`src/hdl/ps2hb_pkg.sv`:
```
// Shared types and constants for the PS/2 host bit engine with receive FIFO.
package ps2hb_pkg;

   localparam int FIFO_DEPTH = 64;
   localparam int FIFO_PTR_W = (FIFO_DEPTH > 1) ? $clog2(FIFO_DEPTH) : 1;

   localparam logic [1:0] REQ_EDGE = 2'd0;
   localparam logic [1:0] REQ_SEND = 2'd1;
   localparam logic [1:0] REQ_POP  = 2'd2;

   typedef struct packed {
      logic [1:0] req_type;
      logic       data_line;
      logic       gap_expired;
      logic [7:0] send_byte;
   } req_item_type;

   typedef struct packed {
      logic       pull_data_low;
      logic       request_to_send;
      logic       byte_stored;
      logic       frame_rejected;
      logic       fifo_overflow;
      logic [7:0] read_byte;
      logic       fifo_has_data;
      logic       sending;
   } rsp_item_type;

   // What the bit engine reports for the transaction being taken
   typedef struct packed {
      logic       frame_good;
      logic       frame_bad;
      logic [7:0] rx_byte;
      logic       line_drive;
      logic       sending;
      logic       rts;
   } engine_event_type;

endpackage

```
`src/hdl/ps2hb_bit_engine.sv`:
```
// PS/2 bit-level receive/transmit framing, one clock edge per transaction while step_en is high.
module ps2hb_bit_engine (
   input  logic                        clock,
   input  logic                        reset,
   input  logic                        step_en,
   input  ps2hb_pkg::req_item_type     item,
   output ps2hb_pkg::engine_event_type ev
);
   import ps2hb_pkg::*;

   typedef enum logic [2:0] {
      PH_IDLE  = 3'b001,
      PH_REQ   = 3'b010,
      PH_SHIFT = 3'b100
   } phase_type;

   phase_type  phase_ff, phase_in;
   logic [3:0] bit_index_ff, bit_index_in;
   logic       parity_ff, parity_in;
   logic [7:0] rx_shift_ff, rx_shift_in;
   logic [7:0] tx_byte_ff, tx_byte_in;
   logic       drive_ff, drive_in;
   logic       good, bad, rts;

   always_comb begin
      logic [3:0] bi;
      phase_in     = phase_ff;
      bit_index_in = bit_index_ff;
      parity_in    = parity_ff;
      rx_shift_in  = rx_shift_ff;
      tx_byte_in   = tx_byte_ff;
      drive_in     = drive_ff;
      good         = 1'b0;
      bad          = 1'b0;
      rts          = 1'b0;
      bi           = bit_index_ff;
      case (item.req_type)
         REQ_EDGE: begin
            case (phase_ff)
               PH_REQ: begin
                  // first edge after the request is skipped
                  phase_in     = PH_SHIFT;
                  bit_index_in = 4'd0;
                  parity_in    = 1'b0;
               end
               PH_SHIFT: begin
                  if (bit_index_ff <= 4'd7) begin
                     if (tx_byte_ff[bit_index_ff[2:0]]) begin
                        parity_in = ~parity_ff;
                        drive_in  = 1'b0;
                     end else begin
                        drive_in = 1'b1;
                     end
                     bit_index_in = bit_index_ff + 4'd1;
                  end else if (bit_index_ff == 4'd8) begin
                     drive_in     = parity_ff;
                     bit_index_in = bit_index_ff + 4'd1;
                  end else if (bit_index_ff == 4'd9) begin
                     drive_in     = 1'b0;
                     bit_index_in = bit_index_ff + 4'd1;
                  end else begin
                     // ack edge
                     drive_in     = 1'b0;
                     phase_in     = PH_IDLE;
                     parity_in    = 1'b0;
                     bit_index_in = 4'd0;
                  end
               end
               default: begin
                  if (item.gap_expired) begin
                     bi = 4'd0;
                  end
                  bit_index_in = bi;
                  if (bi == 4'd0) begin
                     if (!item.data_line) begin
                        rx_shift_in  = 8'd0;
                        parity_in    = 1'b0;
                        bit_index_in = 4'd1;
                     end
                  end else if (bi <= 4'd8) begin
                     rx_shift_in  = {item.data_line, rx_shift_ff[7:1]};
                     parity_in    = parity_ff ^ item.data_line;
                     bit_index_in = bi + 4'd1;
                  end else if (bi == 4'd9) begin
                     parity_in    = parity_ff ^ item.data_line;
                     bit_index_in = bi + 4'd1;
                  end else begin
                     good         = item.data_line & parity_ff;
                     bad          = ~(item.data_line & parity_ff);
                     bit_index_in = 4'd0;
                  end
               end
            endcase
         end
         REQ_SEND: begin
            phase_in     = PH_REQ;
            bit_index_in = 4'd0;
            tx_byte_in   = item.send_byte;
            drive_in     = 1'b1;
            rts          = 1'b1;
         end
         default: ;
      endcase
   end

   always_ff @(posedge clock) begin
      if (reset) begin
         phase_ff     <= PH_IDLE;
         bit_index_ff <= 4'd0;
         parity_ff    <= 1'b0;
         rx_shift_ff  <= 8'd0;
         tx_byte_ff   <= 8'd0;
         drive_ff     <= 1'b0;
      end else if (step_en) begin
         phase_ff     <= phase_in;
         bit_index_ff <= bit_index_in;
         parity_ff    <= parity_in;
         rx_shift_ff  <= rx_shift_in;
         tx_byte_ff   <= tx_byte_in;
         drive_ff     <= drive_in;
      end
   end

   assign ev.frame_good = good;
   assign ev.frame_bad  = bad;
   assign ev.rx_byte    = rx_shift_ff;
   assign ev.line_drive = drive_in;
   assign ev.sending    = (phase_in != PH_IDLE);
   assign ev.rts        = rts;

endmodule

```
`src/hdl/ps2_host_bit_engine_with_fifo_unit.sv`:
```
// Top level: PS/2 host bit engine, receive FIFO memory and result pipeline.
//
//   channel | ports                         | direction | payload
//   --------+-------------------------------+-----------+------------------------
//   request | req_valid, req_stall, req_item| in        | req_item_type
//   result  | rsp_valid, rsp_stall, rsp_item| out       | rsp_item_type
//
// One transaction per cycle while req_stall is low; each gives one result via
// the middle stage (engine and FIFO memory read) and then the output register.
// The read port of the FIFO memory sets the depth: read data is registered.
// Synchronous active-high reset clears framing state and pointers; the memory
// is not cleared, a pop only reads slots that were pushed.
// With rsp_stall high, one more transaction is taken into the middle stage.
module ps2_host_bit_engine_with_fifo_unit (
   input  logic                    clock,
   input  logic                    reset,
   input  logic                    req_valid,
   output logic                    req_stall,
   input  ps2hb_pkg::req_item_type req_item,
   output logic                    rsp_valid,
   input  logic                    rsp_stall,
   output ps2hb_pkg::rsp_item_type rsp_item
);
   import ps2hb_pkg::*;

   localparam logic [FIFO_PTR_W-1:0] FIFO_LAST = FIFO_PTR_W'(FIFO_DEPTH - 1);

   engine_event_type ev;

   logic                  accept, out_free;
   logic                  push, pop, full, empty;
   logic [FIFO_PTR_W-1:0] head_ff, head_in, tail_ff, tail_in;
   logic [FIFO_PTR_W-1:0] head_next, tail_next;
   logic [7:0]            fifo_mem [FIFO_DEPTH];
   logic [7:0]            rdata_ff;

   logic         s1_valid_ff, s1_valid_in;
   rsp_item_type s1_item_ff, s1_item_in;
   logic         s1_pop_ff;
   logic         rsp_valid_ff;
   rsp_item_type rsp_item_ff, rsp_item_in;

   assign out_free  = ~rsp_valid_ff | ~rsp_stall;
   assign req_stall = s1_valid_ff & ~out_free;
   assign accept    = req_valid & ~req_stall;

   ps2hb_bit_engine u_engine (
      .clock   (clock),
      .reset   (reset),
      .step_en (accept),
      .item    (req_item),
      .ev      (ev)
   );

   // ring pointers, one slot kept empty
   assign head_next = (head_ff == FIFO_LAST) ? '0 : head_ff + 1'b1;
   assign tail_next = (tail_ff == FIFO_LAST) ? '0 : tail_ff + 1'b1;
   assign full      = (head_next == tail_ff);
   assign empty     = (head_ff == tail_ff);
   assign push      = accept & ev.frame_good & ~full;
   assign pop       = accept & (req_item.req_type == REQ_POP) & ~empty;
   assign head_in   = push ? head_next : head_ff;
   assign tail_in   = pop ? tail_next : tail_ff;

   always_ff @(posedge clock) begin
      if (reset) begin
         head_ff <= '0;
         tail_ff <= '0;
      end else begin
         head_ff <= head_in;
         tail_ff <= tail_in;
      end
   end

   // push and pop never address the same slot in one cycle
   always_ff @(posedge clock) begin
      if (push) begin
         fifo_mem[head_ff] <= ev.rx_byte;
      end
      if (pop) begin
         rdata_ff <= fifo_mem[tail_ff];
      end
   end

   always_comb begin
      s1_item_in                 = '0;
      s1_item_in.pull_data_low   = ev.line_drive;
      s1_item_in.request_to_send = ev.rts;
      s1_item_in.byte_stored     = push;
      s1_item_in.frame_rejected  = ev.frame_bad;
      s1_item_in.fifo_overflow   = ev.frame_good & full;
      s1_item_in.fifo_has_data   = (head_in != tail_in);
      s1_item_in.sending         = ev.sending;
   end

   assign s1_valid_in = accept | (s1_valid_ff & ~out_free);

   always_ff @(posedge clock) begin
      if (reset) begin
         s1_valid_ff <= 1'b0;
      end else begin
         s1_valid_ff <= s1_valid_in;
      end
   end

   always_ff @(posedge clock) begin
      if (accept) begin
         s1_item_ff <= s1_item_in;
         s1_pop_ff  <= pop;
      end
   end

   always_comb begin
      rsp_item_in           = s1_item_ff;
      rsp_item_in.read_byte = s1_pop_ff ? rdata_ff : 8'd0;
   end

   always_ff @(posedge clock) begin
      if (reset) begin
         rsp_valid_ff <= 1'b0;
      end else if (out_free) begin
         rsp_valid_ff <= s1_valid_ff;
      end
   end

   always_ff @(posedge clock) begin
      if (out_free && s1_valid_ff) begin
         rsp_item_ff <= rsp_item_in;
      end
   end

   assign rsp_valid = rsp_valid_ff;
   assign rsp_item  = rsp_item_ff;

endmodule

```
`config.mk`:
```
export PLATFORM = sky130hd
export DESIGN_NAME = ps2_host_bit_engine_with_fifo_unit
export DESIGN_NICKNAME = d
export VERILOG_FILES = /design/src/hdl/ps2hb_pkg.sv /design/src/hdl/ps2hb_bit_engine.sv /design/src/hdl/ps2_host_bit_engine_with_fifo_unit.sv
export SDC_FILE = /design/constraint.sdc
export NUM_CORES = 1
export LEC_CHECK = 0
export ABC_CLOCK_PERIOD_IN_PS = 3100
export BUFFER_PORTS_ARGS = -buffer_cell sky130_fd_sc_hd__buf_2
export CAP_MARGIN = 20
export CORE_UTILIZATION = 56
export DETAILED_ROUTE_END_ITERATION = 10
export PLACE_DENSITY = 0.72
export SYNTH_ARGS = -nofsm -noshare
export SYNTH_HDL_FRONTEND = slang
export SYNTH_SLANG_ARGS = --single-unit
```
`constraint.sdc`:
```
create_clock -name clock -period 3.1 [get_ports clock]
set_input_delay 0 -clock clock [delete_from_list [all_inputs] [get_ports clock]]
set_output_delay 0 -clock clock [all_outputs]
set_load 0.05 [all_outputs]
```
==> summary.md, run 1 <==
| Metric | Value |
|---|---|
| Outcome | complete, no violations |
| Syn_area_per_cell | around 20 um2 |
| Antenna cells | 0 |
| Final Net Count | 1,369 |
| Flop pwr share | 0.562 |
| Netlist cell types | 63 |
| End-of-flow core utilization | 0.655 |
| Clk root buf | clkbuf_16 |
| Arrival time worst endpoint | approximately 3.3 ns |
| Placed insts | ~1,800 |
| Clock Skew | 0.0297 ns |
| P_int | 0.0121 W |
| Post-synth EDFFs | 543 |
| Tmin final | approximately 3 ns |
| Area Overhead vs Synth | 15.4% |
| Sw Share | 0.197 |
| Area contributors post-synth | edfxtp_1 70%, mux4_2 16%, dfxtp_1 3.4% |
| Vert. Die Dim | just over 200 um |
| Final Non-Filler Cells | between 1,500 and 2,000 |
| Hold WS | about 0.28 ns |
| Gr busiest metal | met2 |
| GR Util All Layers | 0.252 |
| Die Area | 0.0423 mm2 |
| CTS Buffer Depth | 3 |
| DRT iter0 DRCs | 1,347 |
| Synth Net Count | 1,209 |
| GR Layer Usage met1 | 0.361 |
| Sequential area share after synthesis | 0.735 |
| DRT antenna net count | 0 |
| Commonest non-fill, non-tap cells in the layout | 543 x edfxtp_1, 170 x mux4_2, 94 x buf_4, 76 x nor2_1, 55 x clkbuf_16 |
| Asr flop ratio synth | 0 |
| Min-delay src | req_item[9] |
| Max-cap viol count | 0 |
| Number of global-route vias before repair | 12,015 |
| Req. time, crit path | 3.34 ns |
| Fmax | 330 MHz |
| Global Route met3 Usage | 0.0507 |
| Slowest cell on crit path | nor2_1 |
| Clock tree sinks | 582 |
| Flop2flop setup slack | 0.07 ns |
| Gr ovfl total | 0 |
| Clk_lat worst skew | between 0.6 and 0.7 ns |
| Layout cells sized above 1 | 0.305 |
| Placed instance area | approximately 0.025 mm2 |
| Worst Setup Start Kind | register |
| Worst reg2reg path depth | 12 |
| Core Region | just over 0.04 mm2 |
| Final Slew Violations | 0 |
| DR DRC count | 0 |
| Top Ports | 33 |
| Final wirelength | 51,700 um |
| Setup Crit Path Kind | reg -> reg |
| H-tree depth | 2 |
| Crit path max fanout | 8 |
| Cell mode on critical path | nor2_1 |
| CP endpoint kind | register |
| Crit path from | u_engine.bit_index_ff[0]$_SDFFE_PP0P_ |
| Switching Power | just under 0.003 W |
| Worst path cell trace | inv_1, nor2_1, inv_1, ha_1, nor2_1, o21a_1, and4_1, nand2_1, inv_2, nand4b_1, buf_4, nor2_1 |
| Register bit total from synthesis | 582 |
| CP max stage delay | ~0.7 ns |
| CTS tree | yes |
| YS warnings | 0 |
| Critical Path End | fifo_mem[61][3]$_DFFE_PP_ |
| Post-Syn Area | 0.0232 mm2 |
| Cell row count | 74 |
| Reg2Reg Launch Point | u_engine.bit_index_ff[0]$_SDFFE_PP0P_ |
| Static leakage | just over 8 nW |
| Yosys top cell by area | edfxtp_1 |
| Most common flop cell mapped by yosys | edfxtp_1 |
| Period utilization | 0.976 |
| Via count | roughly 12,000 |
| Post-route design area | ~0.027 mm2 |
| Initial antenna violation count | 0 |
| Fillers | 2,642 |
| Yosys top cell area share | 0.702 |
| Slew margin rel. | 0.286 |
| Clock share of power | 0.428 |
| HP Class | in -> reg |
| Clock slew at reported path FFs | 0.07 ns |
| Least-Margin Pin Slew | 1.07 ns |
| First-pass GRT wire length | around 77,000 um |
| Met2 usage | 0.395 |
| Gate Count Post-Synth | 1,184 |
| GP Congestion | between 0.9 and 1 |
| Initial core utilization | 0.568 |
| Input/output buffers | 32 |
| VDD IR max | about 510 uV |
| Via density | around 6.3 |
| Gate power share | 0.010 |
| TritonCTS Buffers | 55 |
| RSZ-0062 raised after global routing | yes |
| Hold Violations, Final | 0 |
| DR WL/cell | 26.9 um |
| Reg2Reg Capture Point | fifo_mem[61][3]$_DFFE_PP_ |
| P per Cell Area | 563 mW/mm2 |
| Commonest non-fill, non-tap cell in the layout | edfxtp_1 |
| HPWL reported at the end of detailed placement | 31,800 um |
| Setup violators final | 0 |
| Pin count of the biggest net entering global routing | 74 |
| Die Width | 206 um |
| Drt pass-1 iters | 5 |
-- metrics by stage --
stage,setup WS (ns),setup TNS [ns],total power [W]
6_report,0.0734,0,0.0151
2_1_floorplan,0.211,0,0.00874
3_5_place_dp,0.0136,0,0.00878
5_1_grt,-0.161,-4.57,0.0155
4_1_cts,0.0436,0,0.0152
3_3_place_gp,0.0160,0,0.00878
-- power groups by stage --
| stage | logic, W | registers, W | clock network (W) |
|---|---|---|---|
| 2_1_floorplan | 0.0000515 | 0.00869 | 0 |
| 3_3_place_gp | 0.000121 | 0.00866 | 0 |
| 3_5_place_dp | 0.000124 | 0.00866 | 0 |
| 4_1_cts | 0.000149 | 0.00849 | 0.00655 |
| 5_1_grt | 0.000163 | 0.00849 | 0.00684 |
| 6_report | 0.000151 | 0.00849 | 0.00647 |
-- cell families (layout without fill, tap and decap cells) --
logic type	count (synthesis)	after routing	synth area share
XOR/XNOR	13	13	0.00490
flip-flops	582	582	0.735
AND/OR/NAND/NOR	233	233	0.0483
adder cells (fa/ha/maj)	9	9	0.00484
multiplexers	172	172	0.166
buffers and inverters	80	284	0.0139
AO/OA/AOI/OAI	95	95	0.0273
-- synthesized netlist by cell type, drive strengths merged (3+ instances only) --
master    n
nand4     4
a211o     3
nor3      9
or3       6
nor2     95
nand2b    5
o31ai     3
edfxtp  543
mux4    170
nor2b     7
and2      9
ha        9
o21ai    18
a21oi    40
inv      16
a211oi    7
buf      26
nand4b    3
o211ai    5
xnor2     3
and3     11
nand2    35
nand3    32
xor2     10
nor4      4
clkbuf   38
dfxtp    39
-- flip-flops by register name, indices dropped and copies added, names as in the netlist --
signal / cells
u_engine.tx_byte_ff: 8
rsp_item: 15
u_engine.drive_ff: 1
rsp_item_in: 7
rdata_ff: 8
u_engine.rx_shift_ff: 8
s1_pop_ff: 1
u_engine.phase_ff: 3
head_ff: 6
s1_valid_ff: 1
u_engine.parity_ff: 1
fifo_mem: 512
u_engine.bit_index_ff: 4
tail_ff: 6
rsp_valid: 1
-- metal layers --
metal / up-vias / wire length (um)
met5: - / 0
met4: 0 / 1360
met3: 74 / 3950
met2: 539 / 24900
met1: 6359 / 21500
li1: 5167 / -
-- worst min-delay path by stage --
| stage | to | slack (ns) | cells after the start |
|---|---|---|---|
| 5_1_grt | u_engine.rx_shift_ff[7]$_SDFFE_PP0P_ | 0.31 | 4 |
| 6_report | u_engine.rx_shift_ff[7]$_SDFFE_PP0P_ | 0.28 | 4 |
| 4_1_cts | u_engine.rx_shift_ff[7]$_SDFFE_PP0P_ | 0.26 | 4 |
| 3_3_place_gp | u_engine.tx_byte_ff[4]$_SDFFE_PP0P_ | 0.26 | 3 |
| 2_1_floorplan | rsp_valid$_SDFFE_PP0N_ | 0.14 | 2 |
| 3_5_place_dp | u_engine.tx_byte_ff[4]$_SDFFE_PP0P_ | 0.27 | 3 |
-- layout make-up --
cell class                      count  area [um2]  share of cell area
Sequential cell                   582       17100               0.638
Multi-Input combinational cell    522        5900               0.220
Clock buffer                       68        1430              0.0531
Timing Repair Buffer              167        1370              0.0509
Tap cell                          532         666              0.0248
Clock inverter                     33         297              0.0111
Inverter                           16        60.1             0.00224
-- critical path: cells and delay by family, from the launching register on --
kind / cells / cell delay [ns]
AO/OA/AOI/OAI: 1 / 0.20
adder cells (fa/ha/maj): 1 / 0.19
buffers and inverters: 4 / 0.45
flip-flops: 1 / 0.33
AND/OR/NAND/NOR: 6 / 1.50
-- timing repair --
action | in CTS | in global routing
setup endpoints to repair | 31 | 258
hold buffers | 32 | 0
endpoints found under the hold margin | 54 | 0
pin swaps | 0 | 0
gates resized for setup | 1 | 22
buffers inserted | 0 | 0
cloned | 0 | 0
No activity file was read; power rests on OpenSTA's default activity.
==> run 2, diff against run 1 <==
--- a/config.mk
+++ b/config.mk
@@ -10,7 +10,8 @@
 export CAP_MARGIN = 20
 export CORE_UTILIZATION = 56
 export DETAILED_ROUTE_END_ITERATION = 10
-export PLACE_DENSITY = 0.72
+export PLACE_DENSITY = 0.84
+export REMOVE_ABC_BUFFERS = 1
 export SYNTH_ARGS = -nofsm -noshare
 export SYNTH_HDL_FRONTEND = slang
 export SYNTH_SLANG_ARGS = --single-unit
==> run 2 against run 1 <==
Via count is 4.1% higher. Flip-flop and latch count stayed put. Non-clock buffer count is 3 lower. Critical endpoint is now fifo_mem[13][3]$_DFFE_PP_.
==> summary.md, run 2 (synthesized netlist as in run 1, its figures left out) <==
| Metric | Value |
|---|---|
| Flop2flop setup slack | 0.02 ns |
| Clk_lat worst skew | 0.61 ns |
| Final Non-Filler Cells | 1,921 |
| Global Route met3 Usage | 0.0505 |
| Met2 usage | 0.441 |
| Period utilization | 0.994 |
| VDD IR max | 422 uV |
| Slew margin rel. | 0.345 |
| Least-Margin Pin Slew | 0.983 ns |
| TritonCTS Buffers | 57 |
| Initial antenna violation count | 3 |
| DR WL/cell | 28.9 um |
| P_int | ~0.012 W |
| Fillers | 2,517 |
| Worst slack at placement | 0.0915 ns |
| Via density | 6.58 |
| Tmin final | 3.08 ns |
| Slowest cell on crit path | nor2_1 |
| Area Overhead vs Synth | 15.5% |
| Largest Register | fifo_mem |
| Static leakage | 8.09 nW |
| Arrival time worst endpoint | roughly 3.3 ns |
| Layout cells sized above 1 | 0.303 |
| Clock tree sinks | 582 |
| Gr ovfl total | 0 |
| Number of global-route vias before repair | 12,864 |
| Worst path cell trace | buf_4, and3_1, a21oi_1, a211oi_2, a211o_1, nand2_1, inv_2, nand4b_1, buf_4, nor2_1 |
| CTS Buffer Depth | 3 |
| Commonest non-fill, non-tap cells in the layout | 543 x edfxtp_1, 170 x mux4_2, 91 x buf_4, 77 x nor2_1, 57 x clkbuf_16 |
| Delay-heaviest family, CP | simple AND/OR/NAND/NOR gates |
| CP endpoint kind | register |
| CTS tree | yes |
| Cell mode on critical path | buf_4 |
| DRT iter0 DRCs | 1,761 |
| Switching Power | 0.00302 W |
| Flop pwr share | 0.552 |
| RSZ-0062 raised after global routing | yes |
| Critical path buffers and inverters | 3 |
| Setup ws final | around 0.018 ns |
| Max-cap viol count | 0 |
| Cell row count | 74 |
| Gate power share | 0.010 |
| DRT antenna net count | 0 |
| GR Util All Layers | 0.271 |
| Vert. Die Dim | 206 um |
| Max reg flops | between 500 and 600 |
| GR Layer Usage met1 | 0.361 |
| P per Cell Area | 574 mW/mm2 |
| H-tree depth | 2 |
| Hold Violations, Final | 0 |
| GP Congestion | 0.853 |
| Worst Setup Start Kind | register |
| End-of-flow core utilization | 0.656 |
| Pin count of the biggest net entering global routing | 67 |
| Placed insts | about 1,800 |
| Via count | 12,637 |
| Clock Skew | approximately 0.014 ns |
| Final Slew Violations | 0 |
| Tot Pwr | around 0.015 W |
| Gr busiest metal | met2 |
| Sw Share | 0.196 |
| Fmax | about 320 MHz |
| Die Area | 0.0423 mm2 |
| Top Ports | 33 |
| Setup Crit Path Kind | reg -> reg |
| Setup violators final | 0 |
| Clk root buf | clkbuf_16 |
| Req. time, crit path | 3.33 ns |
| Commonest non-fill, non-tap cell in the layout | edfxtp_1 |
| Core Region | slightly above 0.04 mm2 |
| DR DRC count | 0 |
| Outcome | complete, no violations |
| CP max stage delay | 0.71 ns |
| Die Width | just over 200 um |
| Crit path max fanout | 15 |
| Clock slew at reported path FFs | 0.06 ns |
| Final Net Count | 1,368 |
| Area occupied by multi-input gates | a little under 0.006 mm2 |
| Drt pass-1 iters | 7 |
| FF+latch area | 0.0171 mm2 |
| Input/output buffers | 32 |
| HP Class | in -> reg |
| Final wirelength | 55,600 um |
| HPWL reported at the end of detailed placement | about 32,000 um |
| Clock share of power | 0.439 |
| Initial core utilization | 0.568 |
| First-pass GRT wire length | 82,300 um |
## run 2: cell types whose count changed in the layout (fill, tap and decap cells not counted), moves of 2 or more
| cell | delta |
|---|---|
| clkinv_1 | -7 |
| buf_4 | -3 |
| clkinvlp_4 | -3 |
| clkbuf_16 | +2 |
| clkbuf_1 | +7 |
## run 2: worst paths after layout
kind	end	cells past startpoint	start
setup / recovery	fifo_mem[13][3]$_DFFE_PP_	10	head_ff[1]$_SDFF_PP0_
hold / removal	u_engine.rx_shift_ff[7]$_SDFFE_PP0P_	4	req_item[9]
setup reg to reg	fifo_mem[13][3]$_DFFE_PP_	10	head_ff[1]$_SDFF_PP0_
hold reg to reg	rsp_item[11]$_DFFE_PP_	0	rsp_item_in[11]$_SDFFCE_PP0P_
## run 2: power by group through the flow
stage / Combinational, W / Clock (W) / Sequential [W]
after floorplan: 0.0000427 / 0 / 0.00869
after global placement: 0.000119 / 0 / 0.00866
after detailed placement: 0.000122 / 0 / 0.00866
after CTS: 0.000147 / 0.00680 / 0.00849
after global routing: 0.000165 / 0.00709 / 0.00849
final: 0.000152 / 0.00675 / 0.00849
## run 2: metal layers
| metal | wire length (um) | share of wire |
|---|---|---|
| met1 | 20300 | 0.36 |
| met2 | 27500 | 0.49 |
| met3 | 5280 | 0.095 |
| met4 | 2500 | 0.045 |
| met5 | 26 | 0.00047 |
## run 2: per-stage QoR
step                      area, um2  setup TNS, ns  hold slack (ns)
final                         26800              0            0.290
after global routing          26800          -2.28            0.314
after CTS                     26800              0            0.258
after detailed placement      24700              0            0.270
after global placement        24600              0            0.253
after floorplan               23000       -2417.86           0.0691
## run 2: tightest hold or removal path, stage by stage
cell,delay [ns]
dlygate4sd3_1,0.53
buf_2,0.16
inv_1,0.08
a211oi_1,0.07
## run 2: what timing repair did
item                                   in CTS  in global routing
endpoints found under the hold margin      60                  0
gates resized for setup                     0                 18
setup endpoints to repair                   0                192
hold buffers                               31                  0
buffers inserted                            0                  1
## run 2: cell type report
class                           instances  area share
Tap cell                              532      0.0248
Clock inverter                         26      0.0102
Multi-Input combinational cell        522       0.219
Sequential cell                       582       0.637
Inverter                               16     0.00224
Timing Repair Buffer                  164      0.0501
Clock buffer                           78      0.0564
Antenna cell                            1   0.0000932
